**config.mk**
```make
export PLATFORM = sky130hd
export DESIGN_NAME = top_k_sorted_score_table_unit
export DESIGN_NICKNAME = d
export VERILOG_FILES = /design/src/design/topk_pkg.sv /design/src/design/top_k_sorted_score_table_unit.sv
export SDC_FILE = /design/constraint.sdc
export NUM_CORES = 1
export LEC_CHECK = 0
export ABC_CLOCK_PERIOD_IN_PS = 7200
export BUFFER_PORTS_ARGS = -buffer_cell sky130_fd_sc_hd__buf_2
export CAP_MARGIN = 0
export CORE_MARGIN = 2
export CORE_UTILIZATION = 51
export DETAILED_ROUTE_END_ITERATION = 8
export GPL_ROUTABILITY_DRIVEN = 0
export MAX_ROUTING_LAYER = met4
export PLACE_DENSITY = 0.68
export SLEW_MARGIN = 20
export SYNTH_ARGS = -nofsm -noshare
export SYNTH_HDL_FRONTEND = slang
export SYNTH_SLANG_ARGS = --single-unit
```
**constraint.sdc**
```tcl
create_clock -name clk -period 7.2 [get_ports clk]
set_input_delay 0.72 -clock clk [delete_from_list [all_inputs] [get_ports clk]]
set_output_delay 0.72 -clock clk [all_outputs]
set_load 0.01 [all_outputs]
```
**src/design/topk_pkg.sv**
```systemverilog
package topk_pkg;

    // opcodes (s_tuser[0])
    localparam logic OP_ADD    = 1'b0;
    localparam logic OP_REMOVE = 1'b1;

    // result status codes (m_tuser)
    localparam int STATUS_W = 3;
    localparam logic [STATUS_W-1:0] ST_INSERTED   = 3'd0;
    localparam logic [STATUS_W-1:0] ST_LOW        = 3'd1;
    localparam logic [STATUS_W-1:0] ST_NAME_LIMIT = 3'd2;
    localparam logic [STATUS_W-1:0] ST_REMOVED    = 3'd3;
    localparam logic [STATUS_W-1:0] ST_BAD_INDEX  = 3'd4;

    // field widths
    localparam int NAME_FIELD_W  = 16;
    localparam int SCORE_W       = 32;
    localparam int INDEX_FIELD_W = 4;
    localparam int COUNT_FIELD_W = 4;

    // tdata layout, same on both sides
    localparam int NAME_LSB  = 0;
    localparam int SCORE_LSB = NAME_LSB + NAME_FIELD_W;
    localparam int TAIL_LSB  = SCORE_LSB + SCORE_W;
    localparam int TDATA_W   = 56;

endpackage

```
**src/design/top_k_sorted_score_table_unit.sv**
```systemverilog
// Sequence: an add scans the valid slots, then walks up from the tail shifting lower
//   scores down until its slot is found; a rejected add ends after the scan; a remove
//   reads from the index to the last valid slot, pulling each up; a bad index skips the table.
// Throughput: one request at a time; the next is taken once the result is registered.
//   Time is set by the single-port table memory walked by one compare/shift sequencer.
// Reset (rst_n, async, active low) empties the table and clears the handshake; memory kept.
module top_k_sorted_score_table_unit #(
    parameter int MAX_ENTRIES = 10,
    parameter int NAME_BITS   = 16
) (
    input  logic                         clk,
    input  logic                         rst_n,
    // request channel
    input  logic                         s_tvalid,
    output logic                         s_tready,
    // [15:0] name_id, [47:16] score, [51:48] entry_index, [55:52] zero
    input  logic [topk_pkg::TDATA_W-1:0] s_tdata,
    // [0] opcode
    input  logic [0:0]                   s_tuser,
    // result channel
    output logic                         m_tvalid,
    input  logic                         m_tready,
    // [15:0] removed_name, [47:16] removed_score, [51:48] entry_count, [55:52] zero
    output logic [topk_pkg::TDATA_W-1:0] m_tdata,
    // [2:0] status
    output logic [topk_pkg::STATUS_W-1:0] m_tuser
);

    localparam int CNT_W  = $clog2(MAX_ENTRIES + 1);
    localparam int IDX_W  = $clog2(MAX_ENTRIES);
    localparam int WORD_W = NAME_BITS + topk_pkg::SCORE_W;
    localparam int SW     = topk_pkg::SCORE_W;
    localparam int NFW    = topk_pkg::NAME_FIELD_W;
    localparam int IFW    = topk_pkg::INDEX_FIELD_W;
    localparam int CFW    = topk_pkg::COUNT_FIELD_W;

    localparam logic [CNT_W-1:0] MAX_C  = CNT_W'(MAX_ENTRIES);
    localparam logic [CNT_W-1:0] LAST_C = CNT_W'(MAX_ENTRIES - 1);
    localparam logic [CNT_W-1:0] HALF_C = CNT_W'(MAX_ENTRIES / 2);
    localparam logic [CNT_W-1:0] ONE_C  = CNT_W'(1);

    // sequencer states
    localparam logic [2:0] S_IDLE     = 3'd0;
    localparam logic [2:0] S_SCAN_RD  = 3'd1;
    localparam logic [2:0] S_SCAN_CHK = 3'd2;
    localparam logic [2:0] S_INS_RD   = 3'd3;
    localparam logic [2:0] S_INS_CHK  = 3'd4;
    localparam logic [2:0] S_REM_RD   = 3'd5;
    localparam logic [2:0] S_REM_WR   = 3'd6;
    localparam logic [2:0] S_DONE     = 3'd7;

    // table memory: {name, score} per slot, slot 0 highest score
    logic [WORD_W-1:0] table_mem [MAX_ENTRIES];
    logic [WORD_W-1:0] rd_data_reg;
    logic              rd_en;
    logic [IDX_W-1:0]  rd_addr;
    logic              wr_en;
    logic [IDX_W-1:0]  wr_addr;
    logic [WORD_W-1:0] wr_data;

    // control state
    logic [2:0]       state_reg, state_next;
    logic [CNT_W-1:0] count_reg, count_next;
    logic             m_valid_reg, m_valid_next;

    // request and working registers
    logic [NAME_BITS-1:0] name_reg, name_next;
    logic [SW-1:0]        score_reg, score_next;
    logic [CNT_W-1:0]     idx_reg, idx_next;
    logic [CNT_W-1:0]     ptr_reg, ptr_next;
    logic [CNT_W-1:0]     same_reg, same_next;
    logic                 low_reg, low_next;
    logic [topk_pkg::STATUS_W-1:0] status_reg, status_next;
    logic [NAME_BITS-1:0] rem_name_reg, rem_name_next;
    logic [SW-1:0]        rem_score_reg, rem_score_next;

    // result register
    logic [topk_pkg::STATUS_W-1:0] out_status_reg, out_status_next;
    logic [NFW-1:0]       out_name_reg, out_name_next;
    logic [SW-1:0]        out_score_reg, out_score_next;
    logic [CFW-1:0]       out_count_reg, out_count_next;

    // request field decode
    logic [NFW-1:0]           in_name;
    logic [SW-1:0]            in_score;
    logic [IFW-1:0]           in_index;
    logic [NAME_BITS+NFW-1:0] in_name_ext;
    logic [NAME_BITS-1:0]     name_in;
    logic [CNT_W+IFW-1:0]     idx_wide;
    logic [CNT_W+IFW-1:0]     cnt_wide;

    // helpers
    logic [NAME_BITS-1:0]     rd_name;
    logic [SW-1:0]            rd_score;
    logic [NAME_BITS+NFW-1:0] rem_name_ext;
    logic [CNT_W+CFW-1:0]     count_ext;
    logic [CNT_W-1:0]         ptr_inc;
    logic [CNT_W-1:0]         ptr_dec;
    logic [CNT_W-1:0]         grown_count;
    logic [CNT_W-1:0]         same_v;
    logic                     low_v;
    logic                     name_hit;

    assign in_name     = s_tdata[topk_pkg::NAME_LSB +: NFW];
    assign in_score    = s_tdata[topk_pkg::SCORE_LSB +: SW];
    assign in_index    = s_tdata[topk_pkg::TAIL_LSB +: IFW];
    assign in_name_ext = {{NAME_BITS{1'b0}}, in_name};
    assign name_in     = in_name_ext[NAME_BITS-1:0];
    assign idx_wide    = {{CNT_W{1'b0}}, in_index};
    assign cnt_wide    = {{IFW{1'b0}}, count_reg};

    assign rd_name      = rd_data_reg[WORD_W-1 -: NAME_BITS];
    assign rd_score     = rd_data_reg[SW-1:0];
    assign rem_name_ext = {{NFW{1'b0}}, rem_name_reg};
    assign count_ext    = {{CFW{1'b0}}, count_next};
    assign ptr_inc      = ptr_reg + ONE_C;
    assign ptr_dec      = ptr_reg - ONE_C;
    assign grown_count  = (count_reg == MAX_C) ? MAX_C : count_reg + ONE_C;

    // scan compare unit: name match and score threshold for the scanned slot
    assign name_hit = (rd_name == name_reg);
    assign same_v   = same_reg + {{(CNT_W-1){1'b0}}, name_hit};
    assign low_v    = low_reg
                    | ((ptr_reg == LAST_C) && (count_reg == MAX_C)
                       && ($signed(score_reg) <= $signed(rd_score)));

    assign s_tready = (state_reg == S_IDLE);
    assign m_tvalid = m_valid_reg;
    assign m_tuser  = out_status_reg;
    assign m_tdata  = {{(topk_pkg::TDATA_W - topk_pkg::TAIL_LSB - CFW){1'b0}},
                       out_count_reg, out_score_reg, out_name_reg};

    always_comb
    begin
        state_next      = state_reg;
        count_next      = count_reg;
        m_valid_next    = m_valid_reg;
        name_next       = name_reg;
        score_next      = score_reg;
        idx_next        = idx_reg;
        ptr_next        = ptr_reg;
        same_next       = same_reg;
        low_next        = low_reg;
        status_next     = status_reg;
        rem_name_next   = rem_name_reg;
        rem_score_next  = rem_score_reg;
        out_status_next = out_status_reg;
        out_name_next   = out_name_reg;
        out_score_next  = out_score_reg;
        out_count_next  = out_count_reg;
        rd_en           = 1'b0;
        rd_addr         = ptr_reg[IDX_W-1:0];
        wr_en           = 1'b0;
        wr_addr         = ptr_reg[IDX_W-1:0];
        wr_data         = {name_reg, score_reg};

        if (m_valid_reg && m_tready)
        begin
            m_valid_next = 1'b0;
        end

        case (state_reg)
            S_IDLE:
            begin
                if (s_tvalid)
                begin
                    name_next      = name_in;
                    score_next     = in_score;
                    rem_name_next  = '0;
                    rem_score_next = '0;
                    ptr_next       = '0;
                    same_next      = '0;
                    low_next       = 1'b0;
                    if (s_tuser[0] == topk_pkg::OP_ADD)
                    begin
                        state_next = (count_reg == '0) ? S_INS_RD : S_SCAN_RD;
                    end
                    else if (idx_wide >= cnt_wide)
                    begin
                        status_next = topk_pkg::ST_BAD_INDEX;
                        state_next  = S_DONE;
                    end
                    else
                    begin
                        idx_next   = idx_wide[CNT_W-1:0];
                        ptr_next   = idx_wide[CNT_W-1:0];
                        state_next = S_REM_RD;
                    end
                end
            end

            // name census over valid slots; lowest score checked on a full table
            S_SCAN_RD:
            begin
                rd_en      = 1'b1;
                state_next = S_SCAN_CHK;
            end

            S_SCAN_CHK:
            begin
                same_next = same_v;
                low_next  = low_v;
                if (ptr_inc < count_reg)
                begin
                    ptr_next   = ptr_inc;
                    state_next = S_SCAN_RD;
                end
                else if (low_v)
                begin
                    status_next = topk_pkg::ST_LOW;
                    state_next  = S_DONE;
                end
                else if (same_v >= HALF_C)
                begin
                    status_next = topk_pkg::ST_NAME_LIMIT;
                    state_next  = S_DONE;
                end
                else
                begin
                    // start at the new tail; on a full table the lowest slot is overwritten
                    ptr_next   = (count_reg == MAX_C) ? LAST_C : count_reg;
                    state_next = S_INS_RD;
                end
            end

            // insertion walk: shift lower scores down one slot until the spot is found
            S_INS_RD:
            begin
                if (ptr_reg == '0)
                begin
                    wr_en       = 1'b1;
                    count_next  = grown_count;
                    status_next = topk_pkg::ST_INSERTED;
                    state_next  = S_DONE;
                end
                else
                begin
                    rd_en      = 1'b1;
                    rd_addr    = ptr_dec[IDX_W-1:0];
                    state_next = S_INS_CHK;
                end
            end

            S_INS_CHK:
            begin
                wr_en = 1'b1;
                if ($signed(score_reg) > $signed(rd_score))
                begin
                    wr_data    = rd_data_reg;
                    ptr_next   = ptr_dec;
                    state_next = S_INS_RD;
                end
                else
                begin
                    count_next  = grown_count;
                    status_next = topk_pkg::ST_INSERTED;
                    state_next  = S_DONE;
                end
            end

            // removal: capture the slot, then pull the rest up one place
            S_REM_RD:
            begin
                rd_en      = 1'b1;
                state_next = S_REM_WR;
            end

            S_REM_WR:
            begin
                if (ptr_reg == idx_reg)
                begin
                    rem_name_next  = rd_name;
                    rem_score_next = rd_score;
                end
                else
                begin
                    wr_en   = 1'b1;
                    wr_addr = ptr_dec[IDX_W-1:0];
                    wr_data = rd_data_reg;
                end
                if (ptr_inc < count_reg)
                begin
                    ptr_next   = ptr_inc;
                    state_next = S_REM_RD;
                end
                else
                begin
                    count_next  = count_reg - ONE_C;
                    status_next = topk_pkg::ST_REMOVED;
                    state_next  = S_DONE;
                end
            end

            S_DONE:
            begin
                if (!m_valid_reg || m_tready)
                begin
                    m_valid_next    = 1'b1;
                    out_status_next = status_reg;
                    out_name_next   = rem_name_ext[NFW-1:0];
                    out_score_next  = rem_score_reg;
                    out_count_next  = count_ext[CFW-1:0];
                    state_next      = S_IDLE;
                end
            end

            default:
            begin
                state_next = S_IDLE;
            end
        endcase
    end

    always_ff @(posedge clk or negedge rst_n)
    begin
        if (!rst_n)
        begin
            state_reg   <= S_IDLE;
            count_reg   <= '0;
            m_valid_reg <= 1'b0;
        end
        else
        begin
            state_reg   <= state_next;
            count_reg   <= count_next;
            m_valid_reg <= m_valid_next;
        end
    end

    always_ff @(posedge clk)
    begin
        name_reg       <= name_next;
        score_reg      <= score_next;
        idx_reg        <= idx_next;
        ptr_reg        <= ptr_next;
        same_reg       <= same_next;
        low_reg        <= low_next;
        status_reg     <= status_next;
        rem_name_reg   <= rem_name_next;
        rem_score_reg  <= rem_score_next;
        out_status_reg <= out_status_next;
        out_name_reg   <= out_name_next;
        out_score_reg  <= out_score_next;
        out_count_reg  <= out_count_next;
    end

    always_ff @(posedge clk)
    begin
        if (rd_en)
        begin
            rd_data_reg <= table_mem[rd_addr];
        end
        if (wr_en)
        begin
            table_mem[wr_addr] <= wr_data;
        end
    end

endmodule

```
==> After elaboration in Yosys (flattened, before gate mapping) <==
Memories as Yosys holds them, arrays and structs flattened. A register that Yosys moved wholly into a read port is not among the register bits.
Index checks and enable logic that the tools add are counted.
{ "classes": {"bitwise": 2, "multipliers": 0, "n_eq_ne": 25, "n_reduce_logical": 21, "n_addsub": 5, "n_lt_le_gt_ge": 5, "n_mux": 64, "n_shift": 0, "div": 0} }
{ "op_table": {"columns": ["operator", "count"], "rows": [
  ["$mux 48", 2],
  ["$pmux 48 s2", 1],
  ["$mux 4", 18],
  ["$mux 32", 2],
  ["$pmux 32 s2", 1],
  ["$mux 3", 16],
  ["$gt 32x32->1", 1],
  ["$le 32x32->1", 1],
  ["$mux 16", 2],
  ["$pmux 16 s2", 1],
  ["$pmux 3 s8", 1],
  ["$ne 2x2->1 const B", 9],
  ["$eq 16x16->1", 1],
  ["$pmux 4 s4", 1],
  ["$pmux 3 s5", 1],
  ["$eq 3x3->1 const B", 4],
  ["$pmux 4 s3", 1],
  ["$mux 1", 9],
  ["$ne 3x3->1 const B", 3],
  ["$reduce_and 9->1", 1],
  ["$add 4x1->4 const B", 2],
  ["$eq 4x4->1 const B", 2],
  ["$logic_not 4->1", 2],
  ["$mux 2", 4],
  ["26 further kinds", 36]
]} }
{ "totals": {"register_bits": 175, "ram_bits": 480, "latch_bits": 0, "mem_bits_ro": 0, "output_inout_bits": 61, "elab_cells": 139, "in_bits": 61, "n_memories": 1} }
{ "mem_list": {"columns": ["name", "depth", "width", "rd", "rd_clocked_by_memory_dff", "wr", "line", "text"], "rows": [
  ["table_mem", 10, 48, 1, 1, 1, "top_k_sorted_score_table_unit.sv:53", "logic [WORD_W-1:0] table_mem [MAX_ENTRIES];"]
]} }

==> Depth between registers and ports, before layout <==
{ "depth": {"depth_word": 7, "depth_mapped": 13, "ltp_nobuf": 11} }

==> Worst setup path before layout <==
No wires, ideal clock.
{ "synth_path": {"path_type": "reg2reg", "start": "register state_reg[1]", "end": "register rd_data_reg[0], read port of table_mem (enable)", "required_time_ps": 6680, "setup_ps": 520, "n_path_buf": 3, "stages_incl_launch_ff": 5, "period_less_slack_ps": 4803, "arrival_time_ps": 4283, "path_slack_ps": 2397, "path_cell_list": "dfrtp_1 buf_2 clkbuf_1 clkbuf_1 o21ai_0"} }
{ "synth_between": {"elab_chain_len": 3, "elab_cells_between_ends": 6, "cone_classes": "3 x eq/ne; 2 x mux; 1 x reduce/logical"} }
{ "synth_lines": {"columns": ["item", "line", "text"], "rows": [
  ["start, declared", "top_k_sorted_score_table_unit.sv:62", "logic [2:0] state_reg, state_next;"],
  ["start signal, assigned", "top_k_sorted_score_table_unit.sv:324", "state_reg <= state_next;"],
  ["$eq 3x3->1 / $eq 3x1->1 (equally long branches)", "top_k_sorted_score_table_unit.sv:162", "case (state_reg)"],
  ["$reduce_or 2->1 (no line)", null, null],
  ["$pmux 1 s2 (*)", "top_k_sorted_score_table_unit.sv:162", null],
  ["via rd_en", "top_k_sorted_score_table_unit.sv:55", "logic rd_en;"],
  ["end, declared", "top_k_sorted_score_table_unit.sv:54", "logic [WORD_W-1:0] rd_data_reg;"]
]} }
The timed path passes the listed nets; every way through them passes the cells marked *.
A chain may end at the register's enable or synchronous reset.

==> Worst setup path in the final report <==
{ "layout_path": {"start": "register score_reg[30]", "end": "memory table_mem[8][40] (netlist name) (data pin)"} }
{ "layout_between": {"elab_chain_len": 3} }
{ "layout_lines": {"columns": ["item", "line", "text"], "rows": [
  ["start, declared", "top_k_sorted_score_table_unit.sv:68", "logic [SW-1:0] score_reg, score_next;"],
  ["start signal, assigned", "top_k_sorted_score_table_unit.sv:333", "score_reg <= score_next;"],
  ["$gt 32x32->1", "top_k_sorted_score_table_unit.sv:247", "if ($signed(score_reg) > $signed(rd_score))"],
  ["$mux 48", "top_k_sorted_score_table_unit.sv:247", null],
  ["$pmux 48 s2", "top_k_sorted_score_table_unit.sv:162", null],
  ["via wr_data[40]", "top_k_sorted_score_table_unit.sv:59", "logic [WORD_W-1:0] wr_data;"],
  ["end, declared", "top_k_sorted_score_table_unit.sv:53", null]
]} }
The timed path passes the listed nets, and every way through them passes these cells.

==> metrics.txt <==
status=complete, no violations; R2R depth=10; synthesized area=28,250 um2; DR iter-0 viols=1,336; pwr dens=464.4 nW/um2; Die ar.=57,290 um2; Post-synth top cells=edfxtp_1, nand2_1, mux4_2; Die Wd=239.4 um; Pleak=11.02 nW; FF+latch count, synth=703; register area=21,070 um2; fraction of layout cells with a size suffix above 1=24.46%; Max Cap Viol=0; Post-Synth Adder-Cell Area=2.082%; Core Region=54,880 um2; fmax=215.8 MHz; minimum clock period=4.633 ns; Top FF cell, synth=edfxtp_1; met1 usage=28.94%; Synth Area in Compound Gates=4.234%; largest family of logic cells by synthesized area=multiplexers; vias per cell=around 5.9; TritonCTS Buffers=72; Worst Hold Class=input port to flop; met3 global-route usage=2.916%; Hold Path Origin=s_tdata[17]; Slew Limit Fails=0; IR drop worst, VDD=approximately 0.00055 V; number of cells on the worst hold path=1; cells along the critical path=ha_1 -> a21oi_1 -> nand2_1 -> a21oi_1 -> nand4_1 -> o311ai_1 -> a31o_4 -> buf_4 -> nand2_1 -> o21ai_1; Worst-path clk slew=~0.06 ns; GR Overflow Total=0; Mapped Cells=1,582; max_slew headroom=25.85%; worst reg2reg setup slack=2.57 ns; initial antenna violation count=0; final setup fails=0; Die Ht=239.4 um; Yosys warnings=0; skew final=about 0.022 ns; post-synthesis xor/xnor area fraction=0.9877%; final net count=~1,800; M2 GR Usage=35.15%; reg-to-reg startpoint=score_reg[30]$_DFFE_PP_; max reg flops=480; unrepaired setup endpoints after global routing=false; max incr delay on CP=0.95 ns; clk_lat worst skew=approximately 0.60 ns; Worst EP arrival=approximately 5 ns; vias in the first global route=14,761; Crit. End Element=flop; CP Class=flop to flop; Total Power=14.85 mW; CTS max path bufs=3; Fin. Hold Viols=0; async set-reset flop share out of synthesis=between 1 and 1.5%; area taken by multi-input logic gates=6775 um2; total global-route track usage=21.63%; post-route antenna net violation count=0; clock sink total=roughly 700; Worst Path Buf+Inv=1; htree depth=3; Pre-antenna DRT Iters=8; routed len/inst=about 24 um; most common cell in the synthesized netlist=edfxtp_1; hpwl dp=32,660 um; pin count of the biggest net entering global routing=92; post-CTS setup buffers=0; Most Crowded Layer GR=met2; clk root buf=clkbuf_16; Area contributors post-synth=edfxtp_1, mux4_2, ha_1; first-pass GRT wire length=89,330 um; Initial Util=about 50%; buffers added on ports=about 110; WP data required=7.47 ns; routed wire length=58,730 um; Reg-to-Reg End=table_mem[8][40]$_DFFE_PP_; DRC=0; Simple-Gate Fraction of Synth Area=4.668%; Crit path max-delay family=compound AO/OA/AOI/OAI gates; setup_tns=0 ns; Post-synth EDFFs=695; worst-margin pin slew=1.108 ns; Worst Path Max Fanout=50; Worst path slowest cell=o311ai_1; hold buffers post-CTS=1; P&R area growth vs syn=13.17%; DR vias=~15,000; filler cell count=approximately 4,000; startpoint types=flop; Synth cell types=66; Syn Area/Cell=17.86 um2; hold path endpoint=score_reg[1]$_DFFE_PP_; Final period util=64.35%; cell row count=86; post-synth top area share=73.88%; Resize count post-CTS=0; io pins=122; register area share after synthesis=about three quarters; mux contribution to synthesized area=11.31%; CTS tree=yes; area leader, netlist=edfxtp_1
[through the flow]
stage / cell area, um2 / std cells / worst slack, ns / utilization (%) / hold WS [ns]
6_report: 31970 / 2479 / 2.567 / 58.26 / 0.2937
5_1_grt: 31970 / 2478 / 2.339 / 58.25 / 0.2808
4_1_cts: 31940 / 2478 / 2.581 / 58.20 / 0.2637
3_5_place_dp: 29690 / 2354 / 2.601 / 54.10 / 0.4045
3_3_place_gp: 29690 / 2354 / 2.708 / 54.10 / 0.4013
2_1_floorplan: 28260 / 1585 / 2.397 / - / 0.4003
[final cells by class]
cell class / count / share of cell area [%]
Clock inverter: 36 / 0.9980
Sequential cell: 703 / 65.90
Timing Repair Buffer: 144 / 2.544
Multi-Input combinational cell: 754 / 21.19
Inverter: 50 / 0.5870
Tap cell: 704 / 2.755
Antenna cell: 1 / 0.007827
Clock buffer: 87 / 6.011
[routing by layer]
layer  vias to the layer above  wire (um)
li1                       6492          -
met1                      7516      25170
met2                       411      29590
met3                        97       2789
met4                         0       1177
met5                         -          0
[report_power, final]
part           internal, mW  switching [mW]
registers              5.84           0.289
logic                  1.97            3.20
clock network          2.08            1.48
[cells by family (layout without fill, tap and decap cells)]
| family | after synthesis | count (layout) |
|---|---|---|
| other | 1 | 5 |
| adders and majority gates | 47 | 47 |
| AOI/OAI and AO/OA | 183 | 183 |
| muxes | 193 | 193 |
| DFF | 703 | 703 |
| buffers and inverters | 128 | 317 |
| and+or+nand+nor | 296 | 296 |
| xor gates and xnor gates | 31 | 31 |
[worst register-to-register path, cell delays in order (launching register included)]
cell and delay [ns]:
edfxtp_1 0.44, ha_1 0.35, a21oi_1 0.15, nand2_1 0.07, a21oi_1 0.16, nand4_1 0.28, o311ai_1 0.95, a31o_4 0.83
buf_4 0.53, nand2_1 0.09, o21ai_1 0.44
[worst max-delay path by stage]
stage          cells past startpoint                 startpoint  slack [ns]                    endpoint
2_1_floorplan                      4   state_reg[1]$_DFFE_PN0P_        2.40    rd_data_reg[0]$_DFFE_PP_
3_5_place_dp                      11  rd_data_reg[10]$_DFFE_PP_        2.60  table_mem[9][40]$_DFFE_PP_
4_1_cts                           11  rd_data_reg[10]$_DFFE_PP_        2.58  table_mem[2][40]$_DFFE_PP_
3_3_place_gp                      11  rd_data_reg[10]$_DFFE_PP_        2.71  table_mem[2][40]$_DFFE_PP_
6_report                          10    score_reg[30]$_DFFE_PP_        2.57  table_mem[8][40]$_DFFE_PP_
5_1_grt                            9   state_reg[2]$_DFFE_PN0P_        2.34  table_mem[8][18]$_DFFE_PP_
[cells in the final DEF, fill, tap and decap left out, types with 10 or more instances in the layout]
master / netlist / routed
clkinv_1: 0 / 16
xnor2_1: 22 / 22
mux2i_1: 48 / 48
o21ai_0: 15 / 14
buf_4: 10 / 29
clkbuf_16: 0 / 75
o21ai_1: 67 / 67
edfxtp_1: 695 / 695
clkinv_2: 0 / 10
o31ai_2: 13 / 19
a21oi_1: 30 / 29
buf_2: 23 / 113
and3_1: 21 / 21
inv_1: 49 / 48
nand2_2: 11 / 13
nor2_4: 0 / 10
nand2_1: 138 / 136
o31ai_1: 17 / 11
mux4_2: 96 / 96
nand3_1: 12 / 12
nand4_1: 13 / 13
mux2_2: 40 / 40
clkbuf_1: 34 / 12
ha_1: 47 / 47
nor2_1: 71 / 60
Note: power is estimated with default switching activity, not from simulation.
